File: config.mk
export PLATFORM = sky130hd
export DESIGN_NAME = policy_rule_table_match
export DESIGN_NICKNAME = d
export VERILOG_FILES = /design/src/rtl/prtm_pkg.sv /design/src/rtl/prtm_ram.sv /design/src/rtl/prtm_front.sv /design/src/rtl/prtm_fifo.sv /design/src/rtl/prtm_back.sv /design/src/rtl/policy_rule_table_match.sv
export VERILOG_INCLUDE_DIRS = /design/src /design/src/rtl
export SDC_FILE = /design/constraint.sdc
export NUM_CORES = 2
export LEC_CHECK = 0
export ABC_CLOCK_PERIOD_IN_PS = 28700
export BUFFER_PORTS_ARGS = -buffer_cell sky130_fd_sc_hd__buf_2
export CORE_ASPECT_RATIO = 1.25
export CORE_MARGIN = 4
export CORE_UTILIZATION = 40
export DETAILED_ROUTE_END_ITERATION = 8
export GPL_ROUTABILITY_DRIVEN = 0
export PLACE_DENSITY = 0.58
export SKIP_CTS_REPAIR_TIMING = 1
export SLEW_MARGIN = 20
export SYNTH_ARGS = -nofsm -noshare
export SYNTH_HDL_FRONTEND = slang
export SYNTH_HIERARCHICAL = 1
export SYNTH_SLANG_ARGS = --single-unit
File: constraint.sdc
create_clock -name aclk -period 28.7 [get_ports aclk]
set_input_delay 2.87 -clock aclk [delete_from_list [all_inputs] [get_ports aclk]]
set_output_delay 2.87 -clock aclk [all_outputs]
set_load 0.005 [all_outputs]
File: src/rtl/policy_rule_table_match_defines.svh
//============================================================================
// Policy rule table match: assertion macros
// Shared property macros for the concurrent checks in the RTL.
//============================================================================
`ifndef POLICY_RULE_TABLE_MATCH_DEFINES_SVH
`define POLICY_RULE_TABLE_MATCH_DEFINES_SVH

// Same-cycle implication, sampled on aclk, off while aresetn is low.
`define PRTM_ASSERT_IMP(label, ante, cons, msg) \
    label: assert property (@(posedge aclk) disable iff (!aresetn) (ante) |-> (cons)) \
        else $error(msg);

// Next-cycle implication, sampled on aclk, off while aresetn is low.
`define PRTM_ASSERT_NXT(label, ante, cons, msg) \
    label: assert property (@(posedge aclk) disable iff (!aresetn) (ante) |=> (cons)) \
        else $error(msg);

`endif

File: src/rtl/prtm_pkg.sv
//============================================================================
// prtm_pkg
// Types, field offsets and helpers shared by the rule table match block.
//============================================================================
package prtm_pkg;

    localparam int TABLE_DEPTH_DEFAULT = 32;
    localparam int QUEUE_DEPTH         = 2;

    // Field widths of one input item.
    localparam int INDEX_W = 5;
    localparam int ADDR_W  = 32;
    localparam int TOS_W   = 8;
    localparam int TBL_W   = 32;

    // Bit offsets of the input fields inside s_tdata.
    localparam int OFS_INDEX   = 0;
    localparam int OFS_ENABLE  = OFS_INDEX + INDEX_W;
    localparam int OFS_RDST    = OFS_ENABLE + 1;
    localparam int OFS_RSRC    = OFS_RDST + ADDR_W;
    localparam int OFS_RTOS    = OFS_RSRC + ADDR_W;
    localparam int OFS_RTABLE  = OFS_RTOS + TOS_W;
    localparam int OFS_IFACE   = OFS_RTABLE + TBL_W;
    localparam int OFS_KDST    = OFS_IFACE + 1;
    localparam int OFS_KSRC    = OFS_KDST + ADDR_W;
    localparam int OFS_KTOS    = OFS_KSRC + ADDR_W;
    localparam int S_FIELDS_W  = OFS_KTOS + TOS_W;
    localparam int S_TDATA_W   = ((S_FIELDS_W + 7) / 8) * 8;

    typedef enum logic {
        FUNC_WRITE  = 1'b0,
        FUNC_LOOKUP = 1'b1
    } prtm_func_t;

    typedef enum logic {
        BK_IDLE,
        BK_SCAN
    } prtm_bk_state_t;

    // Status the front end needs before it may change the table.
    typedef struct packed {
        logic q_empty;
        logic back_idle;
    } prtm_drain_t;

    function automatic int idx_width(input int n);
        return (n > 1) ? $clog2(n) : 1;
    endfunction

endpackage

File: src/rtl/prtm_ram.sv
//============================================================================
// prtm_ram
// Generic single-write, single-read RAM with a registered read port.
//============================================================================
module prtm_ram #(
    parameter int  WIDTH = 32,
    parameter int  DEPTH = 32,
    localparam int AW    = prtm_pkg::idx_width(DEPTH)
) (
    input  logic             aclk,
    input  logic             we,
    input  logic [AW-1:0]    waddr,
    input  logic [WIDTH-1:0] wdata,
    input  logic             re,
    input  logic [AW-1:0]    raddr,
    output logic [WIDTH-1:0] rdata
);

    logic [WIDTH-1:0] mem_reg [DEPTH];

    always_ff @(posedge aclk) begin
        if (we) begin
            mem_reg[waddr] <= wdata;
        end
        if (re) begin
            rdata <= mem_reg[raddr];
        end
    end

endmodule

File: src/rtl/prtm_front.sv
//============================================================================
// prtm_front
// Input stage: holds one item, writes rules and matches lookup keys.
//============================================================================
module prtm_front #(
    parameter int  DEPTH = prtm_pkg::TABLE_DEPTH_DEFAULT,
    localparam int IDX_W = prtm_pkg::idx_width(DEPTH)
) (
    input  logic                          aclk,
    input  logic                          aresetn,
    input  logic                          s_tvalid,
    output logic                          s_tready,
    input  logic [prtm_pkg::S_TDATA_W-1:0] s_tdata,
    input  logic                          s_tuser,
    input  prtm_pkg::prtm_drain_t         drain,
    input  logic                          q_full,
    output logic                          q_push,
    output logic [DEPTH-1:0]              q_vec,
    output logic                          tbl_we,
    output logic [IDX_W-1:0]              tbl_waddr,
    output logic [prtm_pkg::TBL_W-1:0]    tbl_wdata
);

    logic                          stg_valid_reg, stg_valid_next;
    prtm_pkg::prtm_func_t          stg_func_reg;
    logic [prtm_pkg::S_TDATA_W-1:0] stg_data_reg;

    logic [prtm_pkg::INDEX_W-1:0] f_index;
    logic                         f_enable;
    logic [prtm_pkg::ADDR_W-1:0]  f_rdst, f_rsrc, f_kdst, f_ksrc;
    logic [prtm_pkg::TOS_W-1:0]   f_rtos, f_ktos;
    logic                         f_iface;
    logic                         wr_go, lk_go, in_range, accept;

    logic                        valid_reg [DEPTH];
    logic [prtm_pkg::ADDR_W-1:0] dst_reg   [DEPTH];
    logic [prtm_pkg::ADDR_W-1:0] src_reg   [DEPTH];
    logic [prtm_pkg::TOS_W-1:0]  tos_reg   [DEPTH];
    logic                        iface_reg [DEPTH];

    assign f_index  = stg_data_reg[prtm_pkg::OFS_INDEX  +: prtm_pkg::INDEX_W];
    assign f_enable = stg_data_reg[prtm_pkg::OFS_ENABLE];
    assign f_rdst   = stg_data_reg[prtm_pkg::OFS_RDST   +: prtm_pkg::ADDR_W];
    assign f_rsrc   = stg_data_reg[prtm_pkg::OFS_RSRC   +: prtm_pkg::ADDR_W];
    assign f_rtos   = stg_data_reg[prtm_pkg::OFS_RTOS   +: prtm_pkg::TOS_W];
    assign f_iface  = stg_data_reg[prtm_pkg::OFS_IFACE];
    assign f_kdst   = stg_data_reg[prtm_pkg::OFS_KDST   +: prtm_pkg::ADDR_W];
    assign f_ksrc   = stg_data_reg[prtm_pkg::OFS_KSRC   +: prtm_pkg::ADDR_W];
    assign f_ktos   = stg_data_reg[prtm_pkg::OFS_KTOS   +: prtm_pkg::TOS_W];

    // A write waits until every queued lookup has read its table ids.
    assign wr_go    = stg_valid_reg && (stg_func_reg == prtm_pkg::FUNC_WRITE)
                      && drain.q_empty && drain.back_idle;
    assign lk_go    = stg_valid_reg && (stg_func_reg == prtm_pkg::FUNC_LOOKUP) && !q_full;
    assign in_range = 32'(f_index) < 32'(DEPTH);
    assign s_tready = !stg_valid_reg || wr_go || lk_go;
    assign accept   = s_tvalid && s_tready;

    assign tbl_we    = wr_go && in_range;
    assign tbl_waddr = IDX_W'(f_index);
    assign tbl_wdata = stg_data_reg[prtm_pkg::OFS_RTABLE +: prtm_pkg::TBL_W];

    assign q_push = lk_go;

    always_comb begin
        for (int i = 0; i < DEPTH; i++) begin
            q_vec[i] = valid_reg[i] && !iface_reg[i]
                       && ((dst_reg[i] == '0) || (dst_reg[i] == f_kdst))
                       && ((src_reg[i] == '0) || (src_reg[i] == f_ksrc))
                       && ((tos_reg[i] == '0) || (tos_reg[i] == f_ktos));
        end
    end

    always_comb begin
        stg_valid_next = stg_valid_reg;
        if (accept) begin
            stg_valid_next = 1'b1;
        end else if (wr_go || lk_go) begin
            stg_valid_next = 1'b0;
        end
    end

    always_ff @(posedge aclk) begin
        if (!aresetn) begin
            stg_valid_reg <= 1'b0;
        end else begin
            stg_valid_reg <= stg_valid_next;
        end
    end

    always_ff @(posedge aclk) begin
        if (accept) begin
            stg_func_reg <= prtm_pkg::prtm_func_t'(s_tuser);
            stg_data_reg <= s_tdata;
        end
    end

    always_ff @(posedge aclk) begin
        if (!aresetn) begin
            for (int i = 0; i < DEPTH; i++) begin
                valid_reg[i] <= 1'b0;
            end
        end else begin
            for (int i = 0; i < DEPTH; i++) begin
                if (tbl_we && (tbl_waddr == IDX_W'(i))) begin
                    valid_reg[i] <= f_enable;
                end
            end
        end
    end

    always_ff @(posedge aclk) begin
        for (int i = 0; i < DEPTH; i++) begin
            if (tbl_we && (tbl_waddr == IDX_W'(i))) begin
                dst_reg[i]   <= f_rdst;
                src_reg[i]   <= f_rsrc;
                tos_reg[i]   <= f_rtos;
                iface_reg[i] <= f_iface;
            end
        end
    end

endmodule

File: src/rtl/prtm_fifo.sv
//============================================================================
// prtm_fifo
// Short queue of match vectors between the front and back ends.
//============================================================================
module prtm_fifo #(
    parameter int  WIDTH = 32,
    parameter int  DEPTH = prtm_pkg::QUEUE_DEPTH,
    localparam int PW    = prtm_pkg::idx_width(DEPTH),
    localparam int CW    = prtm_pkg::idx_width(DEPTH + 1)
) (
    input  logic             aclk,
    input  logic             aresetn,
    input  logic             push,
    input  logic [WIDTH-1:0] push_data,
    input  logic             pop,
    output logic [WIDTH-1:0] pop_data,
    output logic             full,
    output logic             empty
);

    logic [WIDTH-1:0] mem_reg [DEPTH];
    logic [PW-1:0]    wr_ptr_reg, wr_ptr_next;
    logic [PW-1:0]    rd_ptr_reg, rd_ptr_next;
    logic [CW-1:0]    count_reg, count_next;

    assign full     = count_reg == CW'(DEPTH);
    assign empty    = count_reg == '0;
    assign pop_data = mem_reg[rd_ptr_reg];

    always_comb begin
        wr_ptr_next = wr_ptr_reg;
        rd_ptr_next = rd_ptr_reg;
        count_next  = count_reg;
        if (push) begin
            wr_ptr_next = (wr_ptr_reg == PW'(DEPTH - 1)) ? '0 : wr_ptr_reg + PW'(1);
        end
        if (pop) begin
            rd_ptr_next = (rd_ptr_reg == PW'(DEPTH - 1)) ? '0 : rd_ptr_reg + PW'(1);
        end
        if (push && !pop) begin
            count_next = count_reg + CW'(1);
        end else if (pop && !push) begin
            count_next = count_reg - CW'(1);
        end
    end

    always_ff @(posedge aclk) begin
        if (!aresetn) begin
            wr_ptr_reg <= '0;
            rd_ptr_reg <= '0;
            count_reg  <= '0;
        end else begin
            wr_ptr_reg <= wr_ptr_next;
            rd_ptr_reg <= rd_ptr_next;
            count_reg  <= count_next;
        end
    end

    always_ff @(posedge aclk) begin
        if (push) begin
            mem_reg[wr_ptr_reg] <= push_data;
        end
    end

endmodule

File: src/rtl/prtm_back.sv
//============================================================================
// prtm_back
// Result engine: walks a match vector, one id per match or a not-found beat.
//============================================================================
module prtm_back #(
    parameter int  DEPTH = prtm_pkg::TABLE_DEPTH_DEFAULT,
    localparam int IDX_W = prtm_pkg::idx_width(DEPTH)
) (
    input  logic                       aclk,
    input  logic                       aresetn,
    input  logic                       q_empty,
    input  logic [DEPTH-1:0]           q_vec,
    output logic                       q_pop,
    output logic                       rd_en,
    output logic [IDX_W-1:0]           rd_addr,
    input  logic [prtm_pkg::TBL_W-1:0] rd_data,
    output logic                       back_idle,
    output logic                       m_tvalid,
    input  logic                       m_tready,
    output logic [prtm_pkg::TBL_W-1:0] m_tdata,
    output logic                       m_tuser,
    output logic                       m_tlast
);

    prtm_pkg::prtm_bk_state_t state_reg, state_next;
    logic [DEPTH-1:0] vec_reg, vec_next, vec_rest;
    logic [IDX_W-1:0] low_idx;

    // Pending stage: a beat whose table id sits in the RAM read register.
    logic pend_valid_reg, pend_valid_next;
    logic pend_found_reg, pend_found_next;
    logic pend_last_reg,  pend_last_next;
    logic pend_set, pend_free, out_load;

    logic                       out_valid_reg, out_valid_next;
    logic [prtm_pkg::TBL_W-1:0] out_data_reg;
    logic                       out_user_reg, out_last_reg;

    assign out_load  = pend_valid_reg && (!out_valid_reg || m_tready);
    assign pend_free = !pend_valid_reg || out_load;
    assign vec_rest  = vec_reg & (vec_reg - DEPTH'(1));

    always_comb begin
        low_idx = '0;
        for (int i = DEPTH - 1; i >= 0; i--) begin
            if (vec_reg[i]) begin
                low_idx = IDX_W'(i);
            end
        end
    end

    // Next state and vector.
    always_comb begin
        state_next = state_reg;
        vec_next   = vec_reg;
        case (state_reg)
            prtm_pkg::BK_IDLE: begin
                if (q_pop && (q_vec != '0)) begin
                    state_next = prtm_pkg::BK_SCAN;
                    vec_next   = q_vec;
                end
            end
            prtm_pkg::BK_SCAN: begin
                if (rd_en) begin
                    vec_next = vec_rest;
                    if (vec_rest == '0) begin
                        state_next = prtm_pkg::BK_IDLE;
                    end
                end
            end
            default: begin
                state_next = prtm_pkg::BK_IDLE;
            end
        endcase
    end

    // Outputs of the sequencer.
    always_comb begin
        q_pop           = 1'b0;
        rd_en           = 1'b0;
        pend_set        = 1'b0;
        pend_found_next = pend_found_reg;
        pend_last_next  = pend_last_reg;
        case (state_reg)
            prtm_pkg::BK_IDLE: begin
                q_pop = !q_empty && pend_free;
                if (q_pop && (q_vec == '0)) begin
                    pend_set        = 1'b1;
                    pend_found_next = 1'b0;
                    pend_last_next  = 1'b1;
                end
            end
            prtm_pkg::BK_SCAN: begin
                rd_en = pend_free;
                if (rd_en) begin
                    pend_set        = 1'b1;
                    pend_found_next = 1'b1;
                    pend_last_next  = vec_rest == '0;
                end
            end
            default: begin
                q_pop = 1'b0;
            end
        endcase
    end

    assign rd_addr         = low_idx;
    assign back_idle       = state_reg == prtm_pkg::BK_IDLE;
    assign pend_valid_next = pend_set || (pend_valid_reg && !out_load);

    always_comb begin
        out_valid_next = out_valid_reg;
        if (out_load) begin
            out_valid_next = 1'b1;
        end else if (m_tready) begin
            out_valid_next = 1'b0;
        end
    end

    always_ff @(posedge aclk) begin
        if (!aresetn) begin
            state_reg      <= prtm_pkg::BK_IDLE;
            pend_valid_reg <= 1'b0;
            out_valid_reg  <= 1'b0;
        end else begin
            state_reg      <= state_next;
            pend_valid_reg <= pend_valid_next;
            out_valid_reg  <= out_valid_next;
        end
    end

    always_ff @(posedge aclk) begin
        vec_reg        <= vec_next;
        pend_found_reg <= pend_found_next;
        pend_last_reg  <= pend_last_next;
        if (out_load) begin
            out_data_reg <= pend_found_reg ? rd_data : '0;
            out_user_reg <= pend_found_reg;
            out_last_reg <= pend_last_reg;
        end
    end

    assign m_tvalid = out_valid_reg;
    assign m_tdata  = out_data_reg;
    assign m_tuser  = out_user_reg;
    assign m_tlast  = out_last_reg;

endmodule

File: src/rtl/policy_rule_table_match.sv
//============================================================================
// policy_rule_table_match
// IPv4 policy rule table, wildcard lookup, a result beat per match or a not-found one.
//============================================================================
//
//  Channel | Direction | Signals                          | Contents
//  --------+-----------+----------------------------------+-----------------------------
//  s_      | in        | s_tvalid s_tready s_tdata s_tuser | rule write or lookup key
//  m_      | out       | m_tvalid m_tready m_tdata m_tuser | table id, found flag, last
//          |           | m_tlast                          |
//
//  A lookup passes through the input stage and the queue, and the result
//  engine then reads the id of each matching rule in turn; a lookup with
//  no match yields a single not-found beat instead.
//  A write completes once the queue and result engine have
//  drained, since queued lookups still read table ids from the id RAM.
//  Reset clears the rule valid bits at once; there is no clearing pass.
//  Either side may stall independently: the queue and the output register
//  decouple the input stage from the result beats.
//
`include "policy_rule_table_match_defines.svh"

module policy_rule_table_match #(
    parameter int TABLE_DEPTH = prtm_pkg::TABLE_DEPTH_DEFAULT
) (
    input  logic                           aclk,
    input  logic                           aresetn,

    input  logic                           s_tvalid,
    output logic                           s_tready,
    // s_tdata, from bit 0: rule_index[4:0], rule_enable, rule_dst[31:0],
    // rule_src[31:0], rule_tos[7:0], rule_table[31:0], rule_iface_named,
    // key_dst[31:0], key_src[31:0], key_tos[7:0], one zero pad bit.
    input  logic [prtm_pkg::S_TDATA_W-1:0] s_tdata,
    // s_tuser: func (0 = write rule, 1 = look up key).
    input  logic                           s_tuser,

    output logic                           m_tvalid,
    input  logic                           m_tready,
    // m_tdata: out_table_id[31:0].
    output logic [prtm_pkg::TBL_W-1:0]     m_tdata,
    // m_tuser: found.
    output logic                           m_tuser,
    output logic                           m_tlast
);

    localparam int IDX_W = prtm_pkg::idx_width(TABLE_DEPTH);

    prtm_pkg::prtm_drain_t      drain;
    logic                       q_push, q_pop, q_full, q_empty;
    logic [TABLE_DEPTH-1:0]     push_vec, q_vec;
    logic                       tbl_we, rd_en, back_idle;
    logic [IDX_W-1:0]           tbl_waddr, rd_addr;
    logic [prtm_pkg::TBL_W-1:0] tbl_wdata, rd_data;

    assign drain.q_empty   = q_empty;
    assign drain.back_idle = back_idle;

    // The input stage holds one item; it owns the per-rule compare fields.
    prtm_front #(
        .DEPTH (TABLE_DEPTH)
    ) u_front (
        .aclk      (aclk),
        .aresetn   (aresetn),
        .s_tvalid  (s_tvalid),
        .s_tready  (s_tready),
        .s_tdata   (s_tdata),
        .s_tuser   (s_tuser),
        .drain     (drain),
        .q_full    (q_full),
        .q_push    (q_push),
        .q_vec     (push_vec),
        .tbl_we    (tbl_we),
        .tbl_waddr (tbl_waddr),
        .tbl_wdata (tbl_wdata)
    );

    // Match vectors wait here until the result engine picks them up.
    prtm_fifo #(
        .WIDTH (TABLE_DEPTH),
        .DEPTH (prtm_pkg::QUEUE_DEPTH)
    ) u_fifo (
        .aclk      (aclk),
        .aresetn   (aresetn),
        .push      (q_push),
        .push_data (push_vec),
        .pop       (q_pop),
        .pop_data  (q_vec),
        .full      (q_full),
        .empty     (q_empty)
    );

    // Table ids live in a RAM; only the result engine reads them.
    prtm_ram #(
        .WIDTH (prtm_pkg::TBL_W),
        .DEPTH (TABLE_DEPTH)
    ) u_id_ram (
        .aclk  (aclk),
        .we    (tbl_we),
        .waddr (tbl_waddr),
        .wdata (tbl_wdata),
        .re    (rd_en),
        .raddr (rd_addr),
        .rdata (rd_data)
    );

    prtm_back #(
        .DEPTH (TABLE_DEPTH)
    ) u_back (
        .aclk      (aclk),
        .aresetn   (aresetn),
        .q_empty   (q_empty),
        .q_vec     (q_vec),
        .q_pop     (q_pop),
        .rd_en     (rd_en),
        .rd_addr   (rd_addr),
        .rd_data   (rd_data),
        .back_idle (back_idle),
        .m_tvalid  (m_tvalid),
        .m_tready  (m_tready),
        .m_tdata   (m_tdata),
        .m_tuser   (m_tuser),
        .m_tlast   (m_tlast)
    );

    // A not-found beat is always the only and last beat, with a zero id.
    `PRTM_ASSERT_IMP(a_nf_last, m_tvalid && !m_tuser, m_tlast, "not-found beat without last")
    `PRTM_ASSERT_IMP(a_nf_zero, m_tvalid && !m_tuser, m_tdata == '0, "not-found beat nonzero id")
    // The id RAM must not change under a lookup that still reads it.
    `PRTM_ASSERT_IMP(a_wr_drained, tbl_we, q_empty && back_idle, "rule write while busy")
    `PRTM_ASSERT_IMP(a_push_room, q_push, !q_full, "push into a full queue")
    // A popped vector with matches starts a scan on the next cycle.
    `PRTM_ASSERT_NXT(a_pop_scan, q_pop && (q_vec != '0), !back_idle, "scan did not start")

endmodule
==> results.py <==
metrics = {
    "synthesis": {
        "netlist_area_mm2": 0.158,
        "yosys.area.top_type_share": 0.712,
        "synth_area_leader_cell": "edfxtp_1",
        "synth_seq_cells": 3749,
        "synth.yosys.seq_area_share": 0.714,
        "synth_fp_nets": 9841,
        "synth-async-reset-ratio": 0,
        "synth_top_cells_by_area": "edfxtp_1 (71%), xor2_1 (11%), nor4_1 (4.4%)",
        "number_of_enable_type_register_cells_in_the_synthesized_netlist": 3739,
        "dominantRegCellSynth": "edfxtp_1",
        "synth.avg_cell_area_um2": 16.3,
        "syn-instance-count": 9651,
        "synthDistinctLibCells": 74,
        "yosys_warnings": 6,
    },
    "final_layout": {
        "final_net_count": 10200,
        "syn2layout_area_growth_pct": 12.1,
        "final-instance-count-excl-fill": 15600,
        "proportion_of_layout_cells_with_a_drive_suffix_above_1": 0.114,
    },
    "timing": {
        "layout_min_cycle_time_ns": 6.70,
        "final_hold_viol_count": 0,
        "setup_violations": 0,
        "skew_ns": 0.105,
        "grt_setup_unrepaired": "false",
        "timing_worst_slew_pin_value_ns": 1.33,
        "final_min_period_over_clock_period": 0.234,
        "finalSetupTns_ns": 0,
        "timing_max_transition_violations_final": 0,
        "max_slew_margin": 0.115,
        "fmaxAchievable_ghz": 0.149,
        "setup_ws_ns": 22.00,
    },
    "worst_setup_path": {
        "cell_chain_of_the_critical_path": "clkinv_1, nand4b_1, nand3_1, buf_2",
        "rr_worst_depth": 12,
        "cp_slowest_stage_delay_ns": 0.96,
        "setup.worst_path.start": "u_back/state_reg$_SDFF_PN0_",
        "cpMaxStageDelayCell": "dfxtp_2",
        "critPathKind": "flip-flop to output pin",
        "critPathCaptureType": "output pin",
        "reg2reg_setup_slack_ns": 23.63,
        "crit_reg_reg_startpoint": "u_back/vec_reg[24]$_DFFE_PP_",
        "peak_fanout_along_the_critical_path": 58,
        "cp.required_ns": 25.83,
        "worst_ep_arrival_time_ns": 3.83,
        "startpoint_types": "flip-flop",
        "regToRegEndpoint": "u_id_ram/rdata[8]$_DFFE_PP_",
    },
    "grt": {
        "grt_pass1_vias": 91400,
        "antenna_found_initial": 62,
        "maximum_number_of_pins_on_one_net_before_global_route_repair": 150,
        "track_usage": 0.238,
        "grt_overflow_total": 0,
        "grt_first_pass_wirelength_um": 684000,
    },
    "die": {
        "core_mm2": 0.392,
        "initial_utilization": 0.402,
        "die_h_um": 710,
        "rows": 257,
        "chipWidth_um": 569,
        "die-area_mm2": 0.404,
        "top_level_ports": 225,
    },
    "power": {
        "cellPowerDensity_mw_per_mm2": 76.7,
        "total_power_w": 0.0135,
        "worst_ir_drop_vdd_uv": 130,
        "power.leakage_nw": 56.9,
    },
    "placement": {
        "place_worst_setup_slack_ns": 22.96,
        "dpl.hpwl_um": 252000,
        "dp.cells": 14800,
        "portBuffers": 223,
    },
    "min_path": {
        "hold_path_startpoint": "u_front/valid_reg[1][0]$_DFF_P_",
        "hold_path_end": "u_front/valid_reg[1][0]$_DFF_P_",
        "worst_hold_path_type": "flip-flop to flip-flop",
        "timing.hold.worst_path_depth": 2,
    },
    "cts": {
        "tritoncts": "done",
        "cts_root_buf": "clkbuf_16",
        "numCtsBuffers": 383,
        "cts-root-to-sink-buffers": 4,
        "clk_pin_slew_worst_paths_ns": 0.06,
        "worst_skew_pair.late_latency_ns": 1.01,
        "htreeDepth": 5,
        "cts_sinks": 3749,
    },
    "detailed_routing": {
        "finalWirelength_um": 498000,
        "number_of_vias_after_detailed_routing": 91700,
        "antenna_violating_nets_post_route": 0,
        "wire_per_inst_um": 32.0,
        "1st_pass_router_iterations": 8,
        "drc": 0,
        "drt-vias-per-instance": 5.89,
        "drtIter0Drc": 11200,
    },
    "flow_run": {
        "drv.max_cap_violation_count": 0,
    },
    "outcome": {
        "result_of_the_run": "finished, final reports clean",
    },
}
## how the worst max path moves through the flow
stage                                   endpoint  slack [ns]  depth (start not counted)
3_3_place_gp                            s_tready       22.99                          4
2_1_floorplan  u_front/stg_data_reg[0]$_DFFE_PP_       15.81                          2
5_1_grt                                 s_tready       21.51                          4
6_report                                s_tready       22.00                          4
4_1_cts                                 s_tready       21.88                          4
3_5_place_dp                            s_tready       22.96                          4
## synth_stat cells (all sizes together), types with 75 or more instances
cell type,instances
xnor2,257
xor2,2050
edfxtp,3739
a21oi,108
nand3,112
nor2,95
clkbuf,75
o21ai,100
mux2i,512
buf,420
a22oi,96
nand2,154
nand4,324
nor4,1103
## layer usage
layer | wire [µm] | vias up | global-route usage
li1 | - | 38100 | -
met1 | 189000 | 47200 | 0.306
met2 | 236000 | 5242 | 0.394
met3 | 45700 | 1198 | 0.0410
met4 | 27400 | 4 | 0.109
met5 | 27 | - | 0
## critical path: cells and delay by family (launching register included)
kind | cells | cell delay [ns]
and+or+nand+nor | 2 | 0.94
DFF | 1 | 0.96
buffers and inverters | 2 | 1.00
## placed cells by master (no fill, tap or decap), types with 33 or more instances in the layout
cell type,count
diode_2,78
buf_2,223
mux2i_1,512
buf_4,243
a22o_1,64
and2_1,37
a31oi_1,37
edfxtp_1,3739
mux2_2,33
nor4_1,1102
clkinv_1,67
xor2_1,2050
bufinv_16,46
clkinv_2,75
o22ai_1,64
a21oi_1,107
nor3_1,64
inv_1,36
nand4_1,324
xnor2_1,257
nand2_1,152
nand3_1,111
clkbuf_16,388
clkbuf_1,56
nor2_4,66
o21ai_0,100
a22oi_1,96
## where the power goes
group / leakage [nW] / internal, W / total [W] / switching (W)
registers: 33.9 / 0.00623 / 0.00636 / 0.000130
clock network: 6.17 / 0.00291 / 0.00507 / 0.00216
logic: 16.9 / 0.000736 / 0.00212 / 0.00139
## metrics by stage
stage	hold slack (ns)	cell area, µm²	util
after floorplan	0.400	158000	-
after global placement	0.471	164000	0.417
after detailed placement	0.486	164000	0.417
after CTS	0.494	176000	0.450
after global routing	0.515	177000	0.450
final	0.489	177000	0.450
## final cells by class
type | count | area [µm²]
multi-input cells | 5369 | 41500
diodes | 78 | 195
flip-flops and latches | 3749 | 112000
clock buffers | 447 | 9960
well taps | 5180 | 6480
clock inverters | 242 | 2730
inverters | 38 | 143
repair buffers | 479 | 3180
fillers | 34100 | 216000
## cell families (layout without fill, tap and decap cells)
family / count (synthesis) / in the layout / synth area share
XOR/XNOR: 2307 / 2307 / 0.128
adder cells (fa/ha/maj): 5 / 5 / 0.000341
buffers and inverters: 533 / 1206 / 0.0267
other: 0 / 78 / 0
AO/OA/AOI/OAI: 512 / 512 / 0.0212
multiplexers: 547 / 547 / 0.0350
flip-flops: 3749 / 3749 / 0.714
AND/OR/NAND/NOR: 1998 / 1998 / 0.0750
Power figures use the tool's default switching activity.
